**config.mk**
```make
export PLATFORM = sky130hd
export DESIGN_NAME = ptib_lowpass
export DESIGN_NICKNAME = d
export VERILOG_FILES = /design/src/design/ptib_pkg.sv /design/src/design/ptib_lowpass.sv
export SDC_FILE = /design/constraint.sdc
export NUM_CORES = 2
export LEC_CHECK = 0
export ABC_AREA = 1
export BUFFER_PORTS_ARGS = -buffer_cell sky130_fd_sc_hd__buf_2
export CAP_MARGIN = 10
export CORE_MARGIN = 4
export CORE_UTILIZATION = 30
export DETAILED_ROUTE_END_ITERATION = 10
export GPL_TIMING_DRIVEN = 0
export SYNTH_ARGS = -nofsm -noshare
export SYNTH_HDL_FRONTEND = slang
export SYNTH_SLANG_ARGS = --single-unit
```
**constraint.sdc**
```tcl
create_clock -name vclk -period 26.7
set_input_delay 8.01 -clock vclk [all_inputs]
set_output_delay 8.01 -clock vclk [all_outputs]
set_load 0.01 [all_outputs]
```
**src/design/ptib_pkg.sv**
```systemverilog
// shared types and constants of the temporal bandpass amplifier
package ptib_pkg;

	localparam int ENTRY_COUNT = 524288;
	localparam int ADDR_W      = $clog2(ENTRY_COUNT);
	localparam int MAX_LEVELS  = 16;
	localparam int FIFO_DEPTH  = 8;
	localparam int FIFO_PTR_W  = $clog2(FIFO_DEPTH);
	localparam int FIFO_CNT_W  = $clog2(FIFO_DEPTH + 1);

	localparam int COEF_W   = 18;
	localparam int SAMPLE_W = 16;
	localparam int STATE_W  = 24;
	localparam int GAIN_W   = 16;
	localparam int EADDR_W  = 19;
	localparam int LEVEL_W  = 4;
	localparam int LCOUNT_W = 5;

	localparam logic [2:0] REG_HIGH_A0     = 3'd0;
	localparam logic [2:0] REG_HIGH_A1     = 3'd1;
	localparam logic [2:0] REG_HIGH_B1     = 3'd2;
	localparam logic [2:0] REG_LOW_A0      = 3'd3;
	localparam logic [2:0] REG_LOW_A1      = 3'd4;
	localparam logic [2:0] REG_LOW_B1      = 3'd5;
	localparam logic [2:0] REG_LEVEL_COUNT = 3'd6;

	typedef struct packed {
		logic signed [COEF_W-1:0] a0;
		logic signed [COEF_W-1:0] a1;
		logic signed [COEF_W-1:0] b1;
	} coef_t;

	typedef struct packed {
		logic signed [SAMPLE_W-1:0] prev;
		logic signed [STATE_W-1:0]  upper;
		logic signed [STATE_W-1:0]  lower;
	} entry_t;

endpackage

```
**src/design/ptib_lowpass.sv**
```systemverilog
// first-order lowpass: 64*(a0*x+a1*prev) - b1*state, rounded >>16, saturated
module ptib_lowpass (
	input  ptib_pkg::coef_t                        coef,
	input  logic signed [ptib_pkg::SAMPLE_W-1:0]   x,
	input  logic signed [ptib_pkg::SAMPLE_W-1:0]   prev,
	input  logic signed [ptib_pkg::STATE_W-1:0]    state,
	output logic signed [ptib_pkg::STATE_W-1:0]    state_next
);
	import ptib_pkg::*;

	localparam int PX_W  = COEF_W + SAMPLE_W;
	localparam int PS_W  = COEF_W + STATE_W;
	localparam int ACC_W = PS_W + 2;
	localparam int Q_W   = ACC_W - 16;

	logic signed [PX_W-1:0]  p_x;
	logic signed [PX_W-1:0]  p_prev;
	logic signed [PX_W:0]    p_sum;
	logic signed [PS_W-1:0]  p_state;
	logic signed [ACC_W-1:0] acc;
	logic signed [ACC_W-1:0] acc_r;
	logic signed [Q_W-1:0]   q;

	localparam logic signed [Q_W-1:0] SMAX = Q_W'((1 <<< (STATE_W - 1)) - 1);
	localparam logic signed [Q_W-1:0] SMIN = -Q_W'(1 <<< (STATE_W - 1));

	assign p_x     = PX_W'(coef.a0) * PX_W'(x);
	assign p_prev  = PX_W'(coef.a1) * PX_W'(prev);
	assign p_sum   = (PX_W + 1)'(p_x) + (PX_W + 1)'(p_prev);
	assign p_state = PS_W'(coef.b1) * PS_W'(state);
	assign acc     = (ACC_W'(p_sum) <<< 6) - ACC_W'(p_state);
	assign acc_r   = acc + ACC_W'(32768);
	assign q       = acc_r[ACC_W-1:16];

	always_comb begin
		priority if (q > SMAX) begin
			state_next = SMAX[STATE_W-1:0];
		end else if (q < SMIN) begin
			state_next = SMIN[STATE_W-1:0];
		end else begin
			state_next = q[STATE_W-1:0];
		end
	end

endmodule

```
==> impl_metrics.tcl <==
set metrics [dict create \
    detail-route-antenna-nets 0 \
    row_count 135 \
    slew_violations 0 \
    port_buffers 54 \
    min_period_over_period 1.03 \
    grt_pass1_vias 34000 \
    grt-ovfl-total 0 \
    violations "negative setup slack" \
    fmax_mhz 36.4 \
    fin_nets 6890 \
    cpMaxStageDelayCell "fa_2" \
    syn2layout_area_growth_pct 17.3 \
    synth-warning-count 0 \
    layout.cells.non_filler 7131 \
    postSynthAreaPerCell_um2 8.00 \
    drc 0 \
    core_region_area_um2 136000 \
    place_congestion 0.924 \
    min_from "coef[0]" \
    final_util 0.356 \
    seq_area_frac_synth 0 \
    grt_usage 0.176 \
    setup_viol 24 \
    worst_ep_required_time_ns 18.69 \
    syn_area_um2 41300 \
    dp_hpwl_mm 111 \
    vias 31900 \
    rsz0062_at_grt "yes" \
    synth_common_cells "1757 x inv_1, 1263 x nand2_1, 1122 x fa_1" \
    postCtsHoldBufs 0 \
    arrival_ns 19.43 \
    criticalPathCategory "input port to primary output" \
    boundaryPins 134 \
    critPathMaxStageDelay_ns 0.57 \
    synth_area_leader_cell "fa_1" \
    clock_buffers 0 \
    layout_setup_ws_ns -0.737 \
    seq_cells 0 \
    holdPathEnd "state_next[4]" \
    status "complete, but fails checks" \
    wl_per_cell_um 17.4 \
    hold_path.class "input port to primary output" \
    dieArea_um2 144000 \
    place_inst 6999 \
    drt_iter0_markers 2044 \
    hold_viol 0 \
    wl_mm 124 \
    synth_top_area_share 0.544 \
    start_util 0.303 \
    antenna_found_initial 10 \
    netlist_instances 5164 \
    yosysMostFrequentCell "inv_1" \
    die_w_um 379 \
    maxCapViolCount 0 \
    worst_slew_pin_slew_ns 0.899 \
    cpMostUsedCell "fa_1" \
    cp-start-kind "input port" \
    synth.area.top_cells "fa_1 54%, inv_1 16%, nand2_1 11%" \
    cp_max_fo 9 \
    tns_ns -16.39 \
    drive_gt1_frac 0.137 \
    firstDrtPassIters 5 \
    hold_depth 10 \
    grt_max_degree 19 \
    critPathCaptureType "primary output" \
    route.detailed.vias_per_inst 4.47 \
    synth_nets 6705 \
    period_needed_ns 27.44 \
    seq_area_um2 0 \
    die_h_um 379 \
    relSlewSlack 0.400 \
    netlist-cell-type-count 39 \
    grt_pass1_wl_mm 194 \
]
[per-stage QoR]
| stage | hold WS, ns | instance area, um2 | setup WS, ns |
|---|---|---|---|
| finish | 17.38 | 48500 | -0.737 |
| global route | 17.50 | 48500 | -1.10 |
| CTS | 17.38 | 47000 | -0.723 |
| detailed placement | 17.46 | 43800 | -2.75 |
| global placement | 17.45 | 43800 | -2.72 |
| floorplan | 16.80 | 41300 | 0.00252 |
[cells in the final DEF, fill, tap and decap left out, types with 26 or more instances in the layout]
cell / Yosys / routed
a21oi_1: 76 / 40
buf_4: 2 / 124
buf_6: 0 / 37
clkbuf_1: 201 / 78
clkbuf_16: 0 / 26
clkbuf_4: 0 / 26
clkbuf_8: 0 / 28
fa_1: 1122 / 1086
fa_2: 0 / 36
ha_1: 309 / 262
ha_4: 0 / 44
inv_1: 1757 / 1702
inv_2: 12 / 56
nand2_1: 1263 / 1175
nand2_2: 31 / 61
nand2_4: 2 / 57
nand3_1: 41 / 31
nor2_1: 144 / 111
xnor2_1: 30 / 26
xor2_1: 45 / 38
[area by class of cell]
cell class / count / area [um2]
Antenna cell: 3 / 7.51
Buffer: 212 / 2100
Fill cell: 14100 / 87700
Inverter: 1770 / 6690
Multi-Input combinational cell: 3182 / 35800
Tap cell: 1781 / 2230
Timing Repair Buffer: 182 / 1620
Timing Repair inverter: 1 / 5.00
[layer usage]
metal | up-vias | global-route usage | wire [um]
li1 | 14500 | - | -
met1 | 16200 | 0.242 | 53100
met2 | 959 | 0.280 | 56700
met3 | 163 | 0.0386 | 10600
met4 | 14 | 0.0434 | 3840
met5 | - | 0 | 94
[logic make-up (layout without fill, tap and decap cells)]
kind of cell             after synthesis  count (layout)  synth area share
AO/OA/AOI/OAI                        138             138            0.0185
adder cells (fa/ha/maj)             1431            1431             0.637
buffers and inverters               1982            2165             0.181
XOR/XNOR                              75              75            0.0159
AND/OR/NAND/NOR                     1538            1538             0.147
other                                  0               3                 0
[repair_timing]
| item | in CTS | in global routing |
|---|---|---|
| pin swaps | 110 | 145 |
| cloned | 2 | 5 |
| setup endpoints to repair | 24 | 24 |
| endpoints found under the hold margin | 0 | 0 |
| resized for setup | 675 | 285 |
| buffers inserted | 61 | 62 |
[critical path, delay by kind of cell]
family                     cells  cell delay, ns
xor gates and xnor gates       1            0.18
adders and majority gates     16            7.50
buffers and inverters         16            1.47
and+or+nand+nor               20            2.23
[worst max path at each step]
stage,from,endpoint,slack (ns),cells after the start
global route,x[2],state_next[13],-1.10,49
CTS,coef[53],state_next[16],-0.72,53
finish,x[2],state_next[8],-0.74,53
floorplan,x[3],state_next[4],0.003,56
detailed placement,prev[0],state_next[14],-2.75,50
global placement,prev[0],state_next[14],-2.72,50
Power is not shown: default switching activity piles up to over one toggle a cycle in this logic, so the estimate is an artifact.
