===== config.mk =====
export PLATFORM = sky130hd
export DESIGN_NAME = ptib_out_fifo
export DESIGN_NICKNAME = d
export VERILOG_FILES = /design/src/design/ptib_pkg.sv /design/src/design/ptib_out_fifo.sv
export SDC_FILE = /design/constraint.sdc
export NUM_CORES = 1
export LEC_CHECK = 0
export BUFFER_PORTS_ARGS = -buffer_cell sky130_fd_sc_hd__buf_2
export CORE_ASPECT_RATIO = 1.1
export CORE_MARGIN = 4
export CORE_UTILIZATION = 39
export DETAILED_ROUTE_END_ITERATION = 10
export PLACE_DENSITY = 0.58
export SETUP_SLACK_MARGIN = 0.02
export SLEW_MARGIN = 40
export SYNTH_ARGS = -nofsm -noshare
export SYNTH_HDL_FRONTEND = slang
export SYNTH_SLANG_ARGS = --single-unit
export TNS_END_PERCENT = 100

===== constraint.sdc =====
create_clock -name clk -period 3.9 [get_ports clk]
set_clock_uncertainty 0.15 [all_clocks]
set_input_delay 1.17 -clock clk [delete_from_list [all_inputs] [get_ports clk]]
set_output_delay 1.17 -clock clk [all_outputs]
set_load 0.01 [all_outputs]

===== src/design/ptib_pkg.sv =====
// shared types and constants of the temporal bandpass amplifier
package ptib_pkg;

	localparam int ENTRY_COUNT = 524288;
	localparam int ADDR_W      = $clog2(ENTRY_COUNT);
	localparam int MAX_LEVELS  = 16;
	localparam int FIFO_DEPTH  = 8;
	localparam int FIFO_PTR_W  = $clog2(FIFO_DEPTH);
	localparam int FIFO_CNT_W  = $clog2(FIFO_DEPTH + 1);

	localparam int COEF_W   = 18;
	localparam int SAMPLE_W = 16;
	localparam int STATE_W  = 24;
	localparam int GAIN_W   = 16;
	localparam int EADDR_W  = 19;
	localparam int LEVEL_W  = 4;
	localparam int LCOUNT_W = 5;

	localparam logic [2:0] REG_HIGH_A0     = 3'd0;
	localparam logic [2:0] REG_HIGH_A1     = 3'd1;
	localparam logic [2:0] REG_HIGH_B1     = 3'd2;
	localparam logic [2:0] REG_LOW_A0      = 3'd3;
	localparam logic [2:0] REG_LOW_A1      = 3'd4;
	localparam logic [2:0] REG_LOW_B1      = 3'd5;
	localparam logic [2:0] REG_LEVEL_COUNT = 3'd6;

	typedef struct packed {
		logic signed [COEF_W-1:0] a0;
		logic signed [COEF_W-1:0] a1;
		logic signed [COEF_W-1:0] b1;
	} coef_t;

	typedef struct packed {
		logic signed [SAMPLE_W-1:0] prev;
		logic signed [STATE_W-1:0]  upper;
		logic signed [STATE_W-1:0]  lower;
	} entry_t;

endpackage


===== src/design/ptib_out_fifo.sv =====
// result queue between the datapath and the output channel
module ptib_out_fifo (
	input  logic                                  clk,
	input  logic                                  arst_n,
	input  logic                                  push,
	input  logic [ptib_pkg::EADDR_W-1:0]          push_addr,
	input  logic signed [ptib_pkg::SAMPLE_W-1:0]  push_value,
	input  logic                                  pop,
	output logic                                  valid,
	output logic [ptib_pkg::EADDR_W-1:0]          head_addr,
	output logic signed [ptib_pkg::SAMPLE_W-1:0]  head_value,
	output logic [ptib_pkg::FIFO_CNT_W-1:0]       count
);
	import ptib_pkg::*;

	logic [EADDR_W-1:0]         addr_q  [FIFO_DEPTH];
	logic signed [SAMPLE_W-1:0] value_q [FIFO_DEPTH];
	logic [FIFO_PTR_W-1:0]      wr_ptr_q;
	logic [FIFO_PTR_W-1:0]      rd_ptr_q;
	logic [FIFO_CNT_W-1:0]      count_q;

	always_ff @(posedge clk) begin
		if (push) begin
			addr_q[wr_ptr_q]  <= push_addr;
			value_q[wr_ptr_q] <= push_value;
		end
	end

	always_ff @(posedge clk or negedge arst_n) begin
		if (!arst_n) begin
			wr_ptr_q <= '0;
			rd_ptr_q <= '0;
			count_q  <= '0;
		end else begin
			if (push) begin
				wr_ptr_q <= FIFO_PTR_W'((32'(wr_ptr_q) + 1) % FIFO_DEPTH);
			end
			if (pop) begin
				rd_ptr_q <= FIFO_PTR_W'((32'(rd_ptr_q) + 1) % FIFO_DEPTH);
			end
			count_q <= count_q + FIFO_CNT_W'(push) - FIFO_CNT_W'(pop);
		end
	end

	assign valid      = (count_q != '0);
	assign head_addr  = addr_q[rd_ptr_q];
	assign head_value = value_q[rd_ptr_q];
	assign count      = count_q;

endmodule


==> impl_metrics.csv <==
group,metric,value,unit
worst_setup_path,endpoint_kind,"primary output",
floorplanning,fp.coreArea,0.02863,sq mm
synthesis,syn-instance-count,457,
synthesis,synth_mux_area_share,19.92,%
clock_network,ctsResizeCount,0,
synthesis,synth_top_family_by_area,"multiplexers",
worst_setup_path,r2r_cells,3,
worst_setup_path,critPathMaxFanout,28,
min_path,hold_path_class,"primary input to asynchronous set/reset pin",
synthesis,synth_warnings,0,
grt,grt_max_degree,41,
clock_network,cts_setup_buffers,1,
grt,grt_overflow,0,
power,powerDensity,723.5,mW/mm^2
worst_setup_path,worst_ep_required_time,2.58,ns
floorplanning,ios,79,
timing,min_period_over_period,96.12,%
route,detail_route.wirelength,21250,um
clock_network,cts_buffer_depth,3,
clock_network,clkLatencyLatePin,0.54,ns
synthesis,synth.top_cells.by_area,"edfxtp_1, mux4_1, mux2_2, dfrtp_1, buf_6",
placed_design,pre_cts_ws,0.5496,ns
route,drt-initial-drc-count,306,
synthesis,synth_compound_area_share,0.1105,%
synthesis,synth_top_area_share,74.24,%
route,ant_nets,0,
synthesis,async_reset_ff_share,3.448,%
cells_and_area,final_area,0.01321,sq mm
grt,grtUsageTotal,13.18,%
synthesis,syn_avg_cell_area,24.78,sq um
route,firstDrtPassIters,6,
grt,grt_first_pass_wirelength,31980,um
timing,setup_viol,0,
route,vias,4921,
timing,tightestPinTransition,0.6574,ns
grt,grt_pass1_vias,5346,
synthesis,synth.distinct_cells,20,
clock_network,clk_pin_slew,0.06,ns
synthesis,yosysMostFrequentCell,"edfxtp_1",
timing,finalHoldViolCount,0,
cells_and_area,final_layout_size_suffix_gt1_share,31.10,%
synthesis,yosysSeqAreaShare,76.45,%
cells_and_area,syn2layout_area_growth,16.66,%
cells_and_area,final_cells,950,
worst_setup_path,r2r_end,"addr_q[0][8]",
cells_and_area,finish.utilization,46.15,%
route,route.detailed.drc,0,
timing,max_freq,0.2667,GHz
grt,antenna_found_initial,3,
floorplanning,start_util,39.56,%
worst_setup_path,startpoint_type,"flip-flop",
floorplanning,die_y,186.7,um
clock_network,cts_sinks,290,
route,wire_per_inst,22.37,um
clock_network,cts_tree,"yes",
timing,holdWs,0.3400,ns
synthesis,synthAdderAreaFrac,0.9501,%
clock_network,cts_root_buffer,"clkbuf_16",
clock_network,cts_buffers,29,
placed_design,numPortBuffers,78,
route,via_per_inst,5.180,
synthesis,yosysTopAreaCell,"edfxtp_1",
outcome,status,"complete, no violations",
clock_network,htreeDepth,1,
worst_setup_path,rrSetupSlack,1.89,ns
placed_design,dp.cells,896,
synthesis,synth_fp_nets,504,
timing,tns,0,ns
power,irDropWorstVdd,0.0003647,V
power,total_power,9.560,mW
timing,final_max_slew_viol_count,0,
job,drv_cap,0,
floorplanning,dieArea,0.03183,sq mm
synthesis,synth-simple-area-share,0.6297,%
timing,rsz0062_at_grt,"no",
cells_and_area,diodes,0,
floorplanning,die_width,170.5,um
timing,slew_headroom,56.18,%
worst_setup_path,worst-setup-path-type,"flip-flop to primary output",
timing,setup_ws,0.1512,ns
power,cellLeakagePower,4.537,nW
synthesis,synthXorXnorAreaFrac,0.4640,%
placed_design,dp_hpwl,11460,um
placed_design,gp_congestion,0.6919,
timing,final.min_clock_period,3.749,ns
synthesis,synth_area,0.01133,sq mm
clock_network,ctsHoldBuffers,0,
cells_and_area,fillCellCount,2380,
placed_design,placed_area,0.01230,sq mm
worst_setup_path,cp.arrival,2.43,ns
worst_setup_path,r2r_start,"wr_ptr_q[1]",
floorplanning,num_rows,65,
cells_and_area,nNetsFinal,607,
synthesis,synth_flop_cell,"edfxtp_1",
synthesis,synth_seq_cells,290,
synthesis,synth.top_cells.by_count,"edfxtp_1, mux4_1, mux2_2",
synthesis,synth_edf_count,280,
[flip-flops by register name, summed over array words and instances, names as in the netlist]
name,count
rd_ptr_q,3
addr_q,152
count,4
value_q,128
wr_ptr_q,3
[worst max-delay path: stages (launching register included)]
cell	delay (ns)
dfrtp_4	0.56
buf_12	0.26
mux4_1	0.62
mux2_2	0.28
buf_2	0.14
[cell type report]
type / instances / area (sq um) / area share [%]
repair buffers: 92 / 586.8 / 4.441
flip-flops and latches: 290 / 8667 / 65.60
well taps: 368 / 460.4 / 3.485
clock buffers: 33 / 740.7 / 5.606
multi-input cells: 139 / 2567 / 19.43
clock inverters: 20 / 160.2 / 1.212
inverters: 8 / 30.03 / 0.2273
[where the power goes]
part | leakage, nW | total [mW] | internal [mW] | switching [mW]
logic | 1.44 | 2.79 | 1.40 | 1.40
registers | 2.66 | 4.16 | 3.93 | 0.225
clock network | 0.437 | 2.61 | 1.50 | 1.11
total | 4.54 | 9.56 | 6.83 | 2.73
[layer usage]
metal	track usage (%)	part of all wire [%]
met1	17.19	42
met4	2.765	1.6
met3	3.051	4.6
met5	0	0.18
met2	22.69	51
[cells in the final DEF (no fill, tap or decap), types with 2 or more instances in the layout]
cell	instances
buf_12	7
buf_2	78
buf_4	6
bufinv_16	2
clkbuf_1	4
clkbuf_16	29
clkinv_1	8
clkinv_2	4
clkinvlp_4	2
dfrtp_1	7
dfrtp_4	2
edfxtp_1	280
ha_1	7
inv_1	8
inv_6	3
mux2_2	37
mux4_1	70
nand2_1	4
nand2b_1	3
nor2_4	6
nor3_4	2
xnor2_1	3
xor2_1	3
[worst max path at each step]
stage,endpoint,cells past startpoint,from,slack [ns]
2_1_floorplan,addr_q[1][0],2,push,0.55
4_1_cts,head_value[0],4,rd_ptr_q[0],0.09
5_1_grt,head_value[0],4,rd_ptr_q[0],0.06
6_report,head_value[0],4,rd_ptr_q[0],0.15
3_3_place_gp,head_value[0],4,rd_ptr_q[0],0.54
3_5_place_dp,head_value[0],4,rd_ptr_q[0],0.55
[cell families (layout without fill, tap and decap cells)]
logic type | after synthesis | count (layout)
AND/OR/NAND/NOR | 16 | 16
buffers and inverters | 28 | 153
adder cells (fa/ha/maj) | 8 | 8
multiplexers | 107 | 107
AO/OA/AOI/OAI | 2 | 2
flip-flops | 290 | 290
XOR/XNOR | 6 | 6
Note: power is estimated with default switching activity, not from simulation.
